==> config.mk <==
export PLATFORM = sky130hd
export DESIGN_NAME = chunked_saturating_dot_product_unit_flat
export DESIGN_NICKNAME = d
export VERILOG_FILES = /design/src/rtl/core/csdp_pkg.sv /design/src/rtl/core/csdp_elem_if.sv /design/src/rtl/core/csdp_result_if.sv /design/src/rtl/core/csdp_front.sv /design/src/rtl/core/csdp_queue.sv /design/src/rtl/core/csdp_back.sv /design/src/rtl/core/chunked_saturating_dot_product_unit.sv /design/src/flat_wrapper.sv
export SDC_FILE = /design/constraint.sdc
export NUM_CORES = 1
export LEC_CHECK = 0
export BUFFER_PORTS_ARGS = -buffer_cell sky130_fd_sc_hd__buf_2
export CAP_MARGIN = 20
export CORE_MARGIN = 2
export CORE_UTILIZATION = 50
export CTS_CLUSTER_DIAMETER = 80
export DETAILED_ROUTE_END_ITERATION = 6
export PLACE_DENSITY_LB_ADDON = 0.12
export SETUP_SLACK_MARGIN = 0.02
export SYNTH_ARGS = -nofsm -noshare
export SYNTH_HDL_FRONTEND = slang
export SYNTH_HIERARCHICAL = 1
export SYNTH_SLANG_ARGS = --single-unit
==> constraint.sdc <==
create_clock -name i_clk -period 15.4 [get_ports i_clk]
set_clock_uncertainty 0.2 [all_clocks]
set_input_delay 2.31 -clock i_clk [delete_from_list [all_inputs] [get_ports i_clk]]
set_output_delay 2.31 -clock i_clk [all_outputs]
set_load 0.01 [all_outputs]
==> src/rtl/core/csdp_pkg.sv <==
// Shared widths, register indexes, saturation limits and queue entry type of the dot product unit.
package csdp_pkg;

    localparam int WEIGHT_W    = 16;
    localparam int SAMPLE_W    = 16;
    localparam int BIAS_W      = 32;
    localparam int PROD_W      = 32;
    localparam int SUM_W       = 48;
    localparam int RESULT_W    = 32;
    localparam int COUNT_W     = 32;
    localparam int CHUNK_W     = 12;
    localparam int CFG_INDEX_W = 1;
    localparam int CFG_DATA_W  = 12;

    localparam int MAX_CHUNK   = 2048;
    localparam int QUEUE_DEPTH = 2;

    localparam logic [CHUNK_W-1:0] CHUNK_RESET = 12'd2048;

    localparam logic [CFG_INDEX_W-1:0] REG_CHUNK_LENGTH = 1'd0;
    localparam logic [CFG_INDEX_W-1:0] REG_BYTE_SAMPLES = 1'd1;

    localparam logic signed [SUM_W-1:0] SAT_MAX = 48'sh0000_7FFF_FFFF;
    localparam logic signed [SUM_W-1:0] SAT_MIN = 48'shFFFF_8000_0000;

    typedef struct packed {
        logic signed [PROD_W-1:0] product;
        logic signed [BIAS_W-1:0] bias;
        logic                     first;
        logic                     clip;
        logic                     last;
    } t_elem;

endpackage

==> src/rtl/core/csdp_elem_if.sv <==
// Element channel: valid/ready handshake with weight, sample, bias and row markers.
interface csdp_elem_if;
    logic                                   valid;
    logic                                   ready;
    logic signed [csdp_pkg::WEIGHT_W-1:0]   weight;
    logic signed [csdp_pkg::SAMPLE_W-1:0]   sample;
    logic signed [csdp_pkg::BIAS_W-1:0]     bias;
    logic                                   first_element;
    logic                                   last_element;

    modport source (
        output valid, weight, sample, bias, first_element, last_element,
        input  ready
    );
    modport sink (
        input  valid, weight, sample, bias, first_element, last_element,
        output ready
    );
endinterface

==> src/rtl/core/csdp_result_if.sv <==
// Result channel: valid/ready handshake with the row result and the clip total.
interface csdp_result_if;
    logic                                   valid;
    logic                                   ready;
    logic signed [csdp_pkg::RESULT_W-1:0]   row_result;
    logic        [csdp_pkg::COUNT_W-1:0]    clip_total;

    modport source (
        output valid, row_result, clip_total,
        input  ready
    );
    modport sink (
        input  valid, row_result, clip_total,
        output ready
    );
endinterface

==> src/rtl/core/csdp_front.sv <==
// Front end: configuration registers, element accept, multiply and chunk boundary tracking.
module csdp_front (
    input  logic                               i_clk,
    input  logic                               i_rst_n,
    input  logic                               i_cfg_we,
    input  logic [csdp_pkg::CFG_INDEX_W-1:0]   i_cfg_index,
    input  logic [csdp_pkg::CFG_DATA_W-1:0]    i_cfg_data,
    csdp_elem_if.sink                          i_elem,
    input  logic                               i_q_full,
    output logic                               o_push,
    output csdp_pkg::t_elem                    o_entry
);

    logic [csdp_pkg::CHUNK_W-1:0]        r_chunk_length;
    logic                                r_byte_samples;
    logic [csdp_pkg::CHUNK_W-1:0]        r_pos;
    logic [csdp_pkg::CHUNK_W-1:0]        n_pos;
    logic [csdp_pkg::CHUNK_W-1:0]        eff_length;
    logic [csdp_pkg::CHUNK_W-1:0]        pos_base;
    logic [csdp_pkg::CHUNK_W-1:0]        pos_inc;
    logic                                clip;
    logic signed [csdp_pkg::SAMPLE_W-1:0] sample_ext;
    logic signed [csdp_pkg::PROD_W-1:0]   product;

    assign i_elem.ready = !i_q_full;
    assign o_push       = i_elem.valid && !i_q_full;

    always_comb begin
        if (r_chunk_length == '0) begin
            eff_length = csdp_pkg::CHUNK_W'(1);
        end else if (32'(r_chunk_length) > csdp_pkg::MAX_CHUNK) begin
            eff_length = csdp_pkg::CHUNK_W'(csdp_pkg::MAX_CHUNK);
        end else begin
            eff_length = r_chunk_length;
        end
    end

    always_comb begin
        pos_base = i_elem.first_element ? '0 : r_pos;
        pos_inc  = pos_base + 1'b1;
        clip     = (pos_inc >= eff_length) || (pos_inc == '0) || i_elem.last_element;
        n_pos    = clip ? '0 : pos_inc;
    end

    always_comb begin
        if (r_byte_samples) begin
            sample_ext = {{8{i_elem.sample[7]}}, i_elem.sample[7:0]};
        end else begin
            sample_ext = i_elem.sample;
        end
        product = i_elem.weight * sample_ext;
    end

    always_comb begin
        o_entry.product = product;
        o_entry.bias    = i_elem.bias;
        o_entry.first   = i_elem.first_element;
        o_entry.clip    = clip;
        o_entry.last    = i_elem.last_element;
    end

    always_ff @(posedge i_clk) begin
        if (!i_rst_n) begin
            r_chunk_length <= csdp_pkg::CHUNK_RESET;
            r_byte_samples <= 1'b0;
            r_pos          <= '0;
        end else begin
            if (i_cfg_we) begin
                unique case (i_cfg_index)
                    csdp_pkg::REG_CHUNK_LENGTH: begin
                        r_chunk_length <= i_cfg_data;
                    end
                    csdp_pkg::REG_BYTE_SAMPLES: begin
                        r_byte_samples <= i_cfg_data[0];
                    end
                    default: begin
                    end
                endcase
            end
            if (o_push) begin
                r_pos <= n_pos;
            end
        end
    end

endmodule

==> src/rtl/core/csdp_queue.sv <==
// Short register queue that decouples the front end from the accumulator.
module csdp_queue (
    input  logic             i_clk,
    input  logic             i_rst_n,
    input  logic             i_push,
    input  csdp_pkg::t_elem  i_entry,
    output logic             o_full,
    output logic             o_valid,
    output csdp_pkg::t_elem  o_entry,
    input  logic             i_pop
);

    localparam int DEPTH = csdp_pkg::QUEUE_DEPTH;
    localparam int PTR_W = (DEPTH > 1) ? $clog2(DEPTH) : 1;
    localparam int CNT_W = $clog2(DEPTH + 1);

    csdp_pkg::t_elem     r_mem [DEPTH];
    logic [PTR_W-1:0]    r_wr_ptr;
    logic [PTR_W-1:0]    r_rd_ptr;
    logic [CNT_W-1:0]    r_count;

    assign o_full  = (r_count == CNT_W'(DEPTH));
    assign o_valid = (r_count != '0);
    assign o_entry = r_mem[r_rd_ptr];

    always_ff @(posedge i_clk) begin
        if (!i_rst_n) begin
            r_wr_ptr <= '0;
            r_rd_ptr <= '0;
            r_count  <= '0;
        end else begin
            if (i_push) begin
                r_wr_ptr <= (r_wr_ptr == PTR_W'(DEPTH - 1)) ? '0 : r_wr_ptr + 1'b1;
            end
            if (i_pop) begin
                r_rd_ptr <= (r_rd_ptr == PTR_W'(DEPTH - 1)) ? '0 : r_rd_ptr + 1'b1;
            end
            if (i_push && !i_pop) begin
                r_count <= r_count + 1'b1;
            end else if (!i_push && i_pop) begin
                r_count <= r_count - 1'b1;
            end
        end
    end

    always_ff @(posedge i_clk) begin
        if (i_push) begin
            r_mem[r_wr_ptr] <= i_entry;
        end
    end

    a_count_bound: assert property (@(posedge i_clk) disable iff (!i_rst_n)
        r_count <= CNT_W'(DEPTH))
        else $error("Queue count exceeds its depth.");

    a_no_empty_pop: assert property (@(posedge i_clk) disable iff (!i_rst_n)
        i_pop |-> r_count != '0)
        else $error("Queue popped while empty.");

    a_count_track: assert property (@(posedge i_clk) disable iff (!i_rst_n)
        1'b1 |=> r_count == $past(r_count) + CNT_W'($past(i_push)) - CNT_W'($past(i_pop)))
        else $error("Queue count does not follow pushes and pops.");

endmodule

==> src/rtl/core/csdp_back.sv <==
// Back end: wide accumulation, saturation, clip counting and the result register.
module csdp_back (
    input  logic             i_clk,
    input  logic             i_rst_n,
    input  logic             i_valid,
    input  csdp_pkg::t_elem  i_entry,
    output logic             o_pop,
    csdp_result_if.source    o_result
);

    logic signed [csdp_pkg::SUM_W-1:0]    r_sum;
    logic signed [csdp_pkg::SUM_W-1:0]    n_sum;
    logic signed [csdp_pkg::SUM_W-1:0]    base;
    logic signed [csdp_pkg::SUM_W-1:0]    acc;
    logic [csdp_pkg::COUNT_W-1:0]         r_count;
    logic [csdp_pkg::COUNT_W-1:0]         n_count;
    logic                                 r_out_valid;
    logic signed [csdp_pkg::RESULT_W-1:0] r_row_result;
    logic [csdp_pkg::COUNT_W-1:0]         r_clip_total;

    assign o_pop = i_valid && (!i_entry.last || !r_out_valid || o_result.ready);

    always_comb begin
        if (i_entry.first) begin
            base = {{(csdp_pkg::SUM_W - csdp_pkg::BIAS_W){i_entry.bias[csdp_pkg::BIAS_W-1]}},
                    i_entry.bias};
        end else begin
            base = r_sum;
        end
        acc     = base + {{(csdp_pkg::SUM_W - csdp_pkg::PROD_W){
                      i_entry.product[csdp_pkg::PROD_W-1]}}, i_entry.product};
        n_sum   = acc;
        n_count = r_count;
        if (i_entry.clip) begin
            if (acc > csdp_pkg::SAT_MAX) begin
                n_sum   = csdp_pkg::SAT_MAX;
                n_count = r_count + 1'b1;
            end else if (acc < csdp_pkg::SAT_MIN) begin
                n_sum   = csdp_pkg::SAT_MIN;
                n_count = r_count + 1'b1;
            end
        end
    end

    always_ff @(posedge i_clk) begin
        if (!i_rst_n) begin
            r_sum       <= '0;
            r_count     <= '0;
            r_out_valid <= 1'b0;
        end else begin
            if (o_pop) begin
                r_sum   <= n_sum;
                r_count <= n_count;
            end
            if (o_pop && i_entry.last) begin
                r_out_valid <= 1'b1;
            end else if (o_result.ready) begin
                r_out_valid <= 1'b0;
            end
        end
    end

    always_ff @(posedge i_clk) begin
        if (o_pop && i_entry.last) begin
            r_row_result <= n_sum[csdp_pkg::RESULT_W-1:0];
            r_clip_total <= n_count;
        end
    end

    assign o_result.valid      = r_out_valid;
    assign o_result.row_result = r_row_result;
    assign o_result.clip_total = r_clip_total;

    a_last_gives_result: assert property (@(posedge i_clk) disable iff (!i_rst_n)
        o_pop && i_entry.last |=> r_out_valid)
        else $error("Last element did not produce a result.");

    a_clip_in_range: assert property (@(posedge i_clk) disable iff (!i_rst_n)
        o_pop && i_entry.clip |=> (r_sum <= csdp_pkg::SAT_MAX) && (r_sum >= csdp_pkg::SAT_MIN))
        else $error("Clipped sum left the signed 32-bit range.");

endmodule

==> src/rtl/core/chunked_saturating_dot_product_unit.sv <==
// Top level of the chunked saturating dot product unit.
// The unit accepts one element transaction per clock cycle for any row length, while results
// are taken as they are offered. The front end multiplies weight by sample and decides chunk
// boundaries in the accept cycle, writing a two-entry queue; the back end performs the 48-bit
// accumulate and saturation of each element in one loop through its sum register, which sets
// that rate. A row result transaction is offered once its last element has left the queue
// and been accumulated, and is held in an output register, so elements keep flowing while a
// result waits to be taken, until the next row's last element reaches the back end and waits.
module chunked_saturating_dot_product_unit (
    input  logic                               i_clk,
    input  logic                               i_rst_n,
    input  logic                               i_cfg_we,
    input  logic [csdp_pkg::CFG_INDEX_W-1:0]   i_cfg_index,
    input  logic [csdp_pkg::CFG_DATA_W-1:0]    i_cfg_data,
    csdp_elem_if.sink                          i_elem,
    csdp_result_if.source                      o_result
);

    logic             push;
    logic             pop;
    logic             q_full;
    logic             q_valid;
    csdp_pkg::t_elem  push_entry;
    csdp_pkg::t_elem  head_entry;

    csdp_front u_front (
        .i_clk       (i_clk),
        .i_rst_n     (i_rst_n),
        .i_cfg_we    (i_cfg_we),
        .i_cfg_index (i_cfg_index),
        .i_cfg_data  (i_cfg_data),
        .i_elem      (i_elem),
        .i_q_full    (q_full),
        .o_push      (push),
        .o_entry     (push_entry)
    );

    csdp_queue u_queue (
        .i_clk   (i_clk),
        .i_rst_n (i_rst_n),
        .i_push  (push),
        .i_entry (push_entry),
        .o_full  (q_full),
        .o_valid (q_valid),
        .o_entry (head_entry),
        .i_pop   (pop)
    );

    csdp_back u_back (
        .i_clk    (i_clk),
        .i_rst_n  (i_rst_n),
        .i_valid  (q_valid),
        .i_entry  (head_entry),
        .o_pop    (pop),
        .o_result (o_result)
    );

endmodule
==> src/flat_wrapper.sv <==
// flat-port wrapper written by rule: the top's interface ports become plain ports
module chunked_saturating_dot_product_unit_flat 
  (i_clk, i_rst_n, i_cfg_we, i_cfg_index, i_cfg_data, i_elem_valid, i_elem_weight, i_elem_sample, i_elem_bias, i_elem_first_element, i_elem_last_element, i_elem_ready, o_result_valid, o_result_row_result, o_result_clip_total, o_result_ready);
  csdp_elem_if i_elem_i ();
  csdp_result_if o_result_i ();
  input  logic i_clk;
  input  logic i_rst_n;
  input  logic i_cfg_we;
  input  logic [csdp_pkg::CFG_INDEX_W-1:0] i_cfg_index;
  input  logic [csdp_pkg::CFG_DATA_W-1:0] i_cfg_data;
  input wire logic [$bits(i_elem_i.valid)-1:0] i_elem_valid;
  input wire logic [$bits(i_elem_i.weight)-1:0] i_elem_weight;
  input wire logic [$bits(i_elem_i.sample)-1:0] i_elem_sample;
  input wire logic [$bits(i_elem_i.bias)-1:0] i_elem_bias;
  input wire logic [$bits(i_elem_i.first_element)-1:0] i_elem_first_element;
  input wire logic [$bits(i_elem_i.last_element)-1:0] i_elem_last_element;
  output wire logic [$bits(i_elem_i.ready)-1:0] i_elem_ready;
  output wire logic [$bits(o_result_i.valid)-1:0] o_result_valid;
  output wire logic [$bits(o_result_i.row_result)-1:0] o_result_row_result;
  output wire logic [$bits(o_result_i.clip_total)-1:0] o_result_clip_total;
  input wire logic [$bits(o_result_i.ready)-1:0] o_result_ready;
  assign i_elem_i.valid = i_elem_valid;
  assign i_elem_i.weight = i_elem_weight;
  assign i_elem_i.sample = i_elem_sample;
  assign i_elem_i.bias = i_elem_bias;
  assign i_elem_i.first_element = i_elem_first_element;
  assign i_elem_i.last_element = i_elem_last_element;
  assign i_elem_ready = i_elem_i.ready;
  assign o_result_valid = o_result_i.valid;
  assign o_result_row_result = o_result_i.row_result;
  assign o_result_clip_total = o_result_i.clip_total;
  assign o_result_i.ready = o_result_ready;
  chunked_saturating_dot_product_unit u_core (.i_clk(i_clk), .i_rst_n(i_rst_n), .i_cfg_we(i_cfg_we), .i_cfg_index(i_cfg_index), .i_cfg_data(i_cfg_data), .i_elem(i_elem_i), .o_result(o_result_i));
endmodule
==> flow_metrics.env <==
export IMPL_status="finished clean"
export IMPL_grt_max_degree=77
export IMPL_synth_flop_cell="edfxtp_1"
export IMPL_final_cell_mix="inv_1, nand2_1, fa_1, edfxtp_1, buf_2"
export IMPL_numCtsBuffers=36
export IMPL_slew_headroom_pct=25.33
export IMPL_seq_area_sq_mm=0.008172
export IMPL_synthesis_area_sq_mm=0.02718
export IMPL_crit_type="in -> reg"
export IMPL_utilization_pct=54.25
export IMPL_drv_cap=0
export IMPL_clk_latency_ps=530
export IMPL_wirelength_microns=65320
export IMPL_io_pin_count=150
export IMPL_cp_arrival_ps=8820
export IMPL_io_buffers=149
export IMPL_cts_repair_resized=0
export IMPL_initial_core_util_pct=50.50
export IMPL_hold_buffers=0
export IMPL_synth_area_leader_cell="edfxtp_1"
export IMPL_ys_warn_count=6
export IMPL_grt_pass1_vias=20421
export IMPL_finalCritPeriodShare_pct=56.88
export IMPL_viasPerCell=5.574
export IMPL_postLayoutCellArea_sq_mm=0.02919
export IMPL_cts_setup_buffers=0
export IMPL_gp_congestion=0.9036
export IMPL_cts_max_path_buffers=3
export IMPL_hp_class="reg -> reg"
export IMPL_rsz0062_at_grt="false"
export IMPL_min_period_ps=8759
export IMPL_clock_sinks=309
export IMPL_cts_tree="yes"
export IMPL_layout_commonest_cell="inv_1"
export IMPL_hold_viol=0
export IMPL_async_flop_share_pct=0
export IMPL_fillers=4917
export IMPL_chipWidth_microns=237.1
export IMPL_setup_viol=0
export IMPL_synthCells=2798
export IMPL_remaining_drc_errors=0
export IMPL_cp_max_fo=18
export IMPL_grt_pass1_wl_microns=106700
export IMPL_place_ws_ps=6113
export IMPL_yosysSeqAreaShare_pct=30.06
export IMPL_max_freq_mhz=114.2
export IMPL_dp_hpwl_microns=50160
export IMPL_synth_top_area_share_pct=21.88
export IMPL_die_height_microns=237.1
export IMPL_start_kind="input pin"
export IMPL_clkSlewWorstSetupHoldPaths_ps=60
export IMPL_final_nets=3333
export IMPL_h_tree_depth=2
export IMPL_worst_slack_ps=6641
export IMPL_overflow=0
export IMPL_antenna_found_initial=2
export IMPL_worst_pin_slew_ps=1119
export IMPL_drtPass1Iterations=5
export IMPL_first_iter_violations=1152
export IMPL_coreArea_sq_mm=0.05381
export IMPL_slew_viol_final=0
export IMPL_cts_root_buf="clkbuf_16"
export IMPL_num_vias=19865
export IMPL_synth_avg_cell_area_sq_um=9.713
export IMPL_grt_usage_pct=23.48
export IMPL_areaGrowthSynthToFinish_pct=7.417
export IMPL_wl_per_cell_microns=18.33
export IMPL_synth_edf_count=198
export IMPL_multiInputGateArea_sq_mm=0.01674
export IMPL_cp_end_kind="flip-flop"
export IMPL_row_count=85
export IMPL_yosys_top_cells_area="edfxtp_1, fa_1, dfxtp_1"
export IMPL_tns_ps=0
export IMPL_ys_types=101
export IMPL_yosys_register_bits=309
export IMPL_crit_required_ps=15460
export IMPL_die_area_sq_mm=0.05623
export IMPL_syn_nets=3290
export IMPL_drive_gt1_share_pct=12.63
export IMPL_ant_nets=0
export IMPL_place_area_sq_mm=0.02810
[per-stage QoR]
stage / std cells / hold WS [ps]
3_5_place_dp: 3499 / 244.6
4_1_cts: 3563 / 252.8
6_report: 3564 / 253.3
3_3_place_gp: 3499 / 240.6
5_1_grt: 3563 / 274.3
2_1_floorplan: 2798 / 231.9
[flip-flops by register name, indices dropped and copies added (netlist names), 2 cells and up, named ones only]
signal,count
u_core/u_queue/r_mem,134
u_core/u_back/r_sum,48
u_core/u_back/o_result.clip_total,32
u_core/u_back/o_result.row_result,32
u_core/u_back/r_count,32
u_core/u_front/r_chunk_length,12
u_core/u_front/r_pos,12
u_core/u_queue/r_count,2
[cell families after synthesis]
| kind of cell | after synthesis | share of synthesized area (%) |
|---|---|---|
| simple gates | 823 | 15.14 |
| fa+ha+maj | 408 | 26.05 |
| xor+xnor | 105 | 3.384 |
| compound gates | 496 | 11.96 |
| mux | 112 | 4.995 |
| flops | 309 | 30.06 |
| buf+inv | 545 | 8.412 |
[final cells by class]
| cell class | count | share of cell area (%) |
|---|---|---|
| Inverter | 383 | 4.925 |
| Antenna cell | 1 | 0.008572 |
| Clock buffer | 53 | 3.515 |
| Multi-Input combinational cell | 1944 | 57.34 |
| Sequential cell | 309 | 27.99 |
| Clock inverter | 11 | 0.2229 |
| Tap cell | 696 | 2.983 |
| Timing Repair Buffer | 167 | 3.017 |
[path summary, 6_finish.rpt]
check | to | depth (start not counted) | slack [ps] | startpoint
worst max-delay path | u_core/u_queue/r_mem[1][65] | 21 | 6640 | i_elem_sample[7]
worst min-delay path | u_core/u_back/r_sum[34] | 2 | 250 | u_core/u_back/r_sum[34]
worst max register to register | u_core/u_back/o_result.clip_total[1] | 20 | 7570 | flip-flop
worst min register to register | u_core/u_back/r_sum[34] | 2 | 250 | u_core/u_back/r_sum[34]
[critical path, stage by stage]
cell	delay, ps
buf_2	210
mux2i_2	820
or2_2	250
fa_1	430
fa_1	490
inv_1	50
fa_1	390
fa_1	490
fa_1	490
inv_1	50
fa_1	480
inv_1	40
ha_1	360
a21oi_1	250
o21ai_0	150
a221oi_1	290
o21ai_1	230
o21a_1	280
a221oi_1	410
a21oi_1	140
xor2_1	160
[cell usage after synthesis (all sizes together), types with 5 or more instances]
cell,instances
a21oi,116
nand2,339
o21bai,9
fa,263
nand4b,6
clkbuf,81
a2111oi,5
nand3,54
nor3,30
nor2b,12
mux2,99
or2,10
o31ai,24
nand4,30
buf,81
or4,12
o41ai,7
o21ai,144
ha,145
edfxtp,198
xnor2,52
and4,7
a211oi,9
and3,27
or3,21
xor2,53
o211ai,16
a31oi,35
a21o,31
inv,382
nor2,96
nor4,19
a21boi,21
and2,124
dfxtp,111
nand2b,19
mux2i,13
o21a,21
a32o,6
a31o,5
a311oi,5
[routing by layer]
metal  track usage (%)  share of wire, %  up-vias
met4             5.012               1.6        4
met1             32.08                46     9865
met5                 0             0.035        -
met2             40.40                48      416
li1                  -                 -     9508
met3             2.764               3.8       72
Power is not shown: default switching activity piles up to over one toggle a cycle in this logic, so the estimate is an artifact.
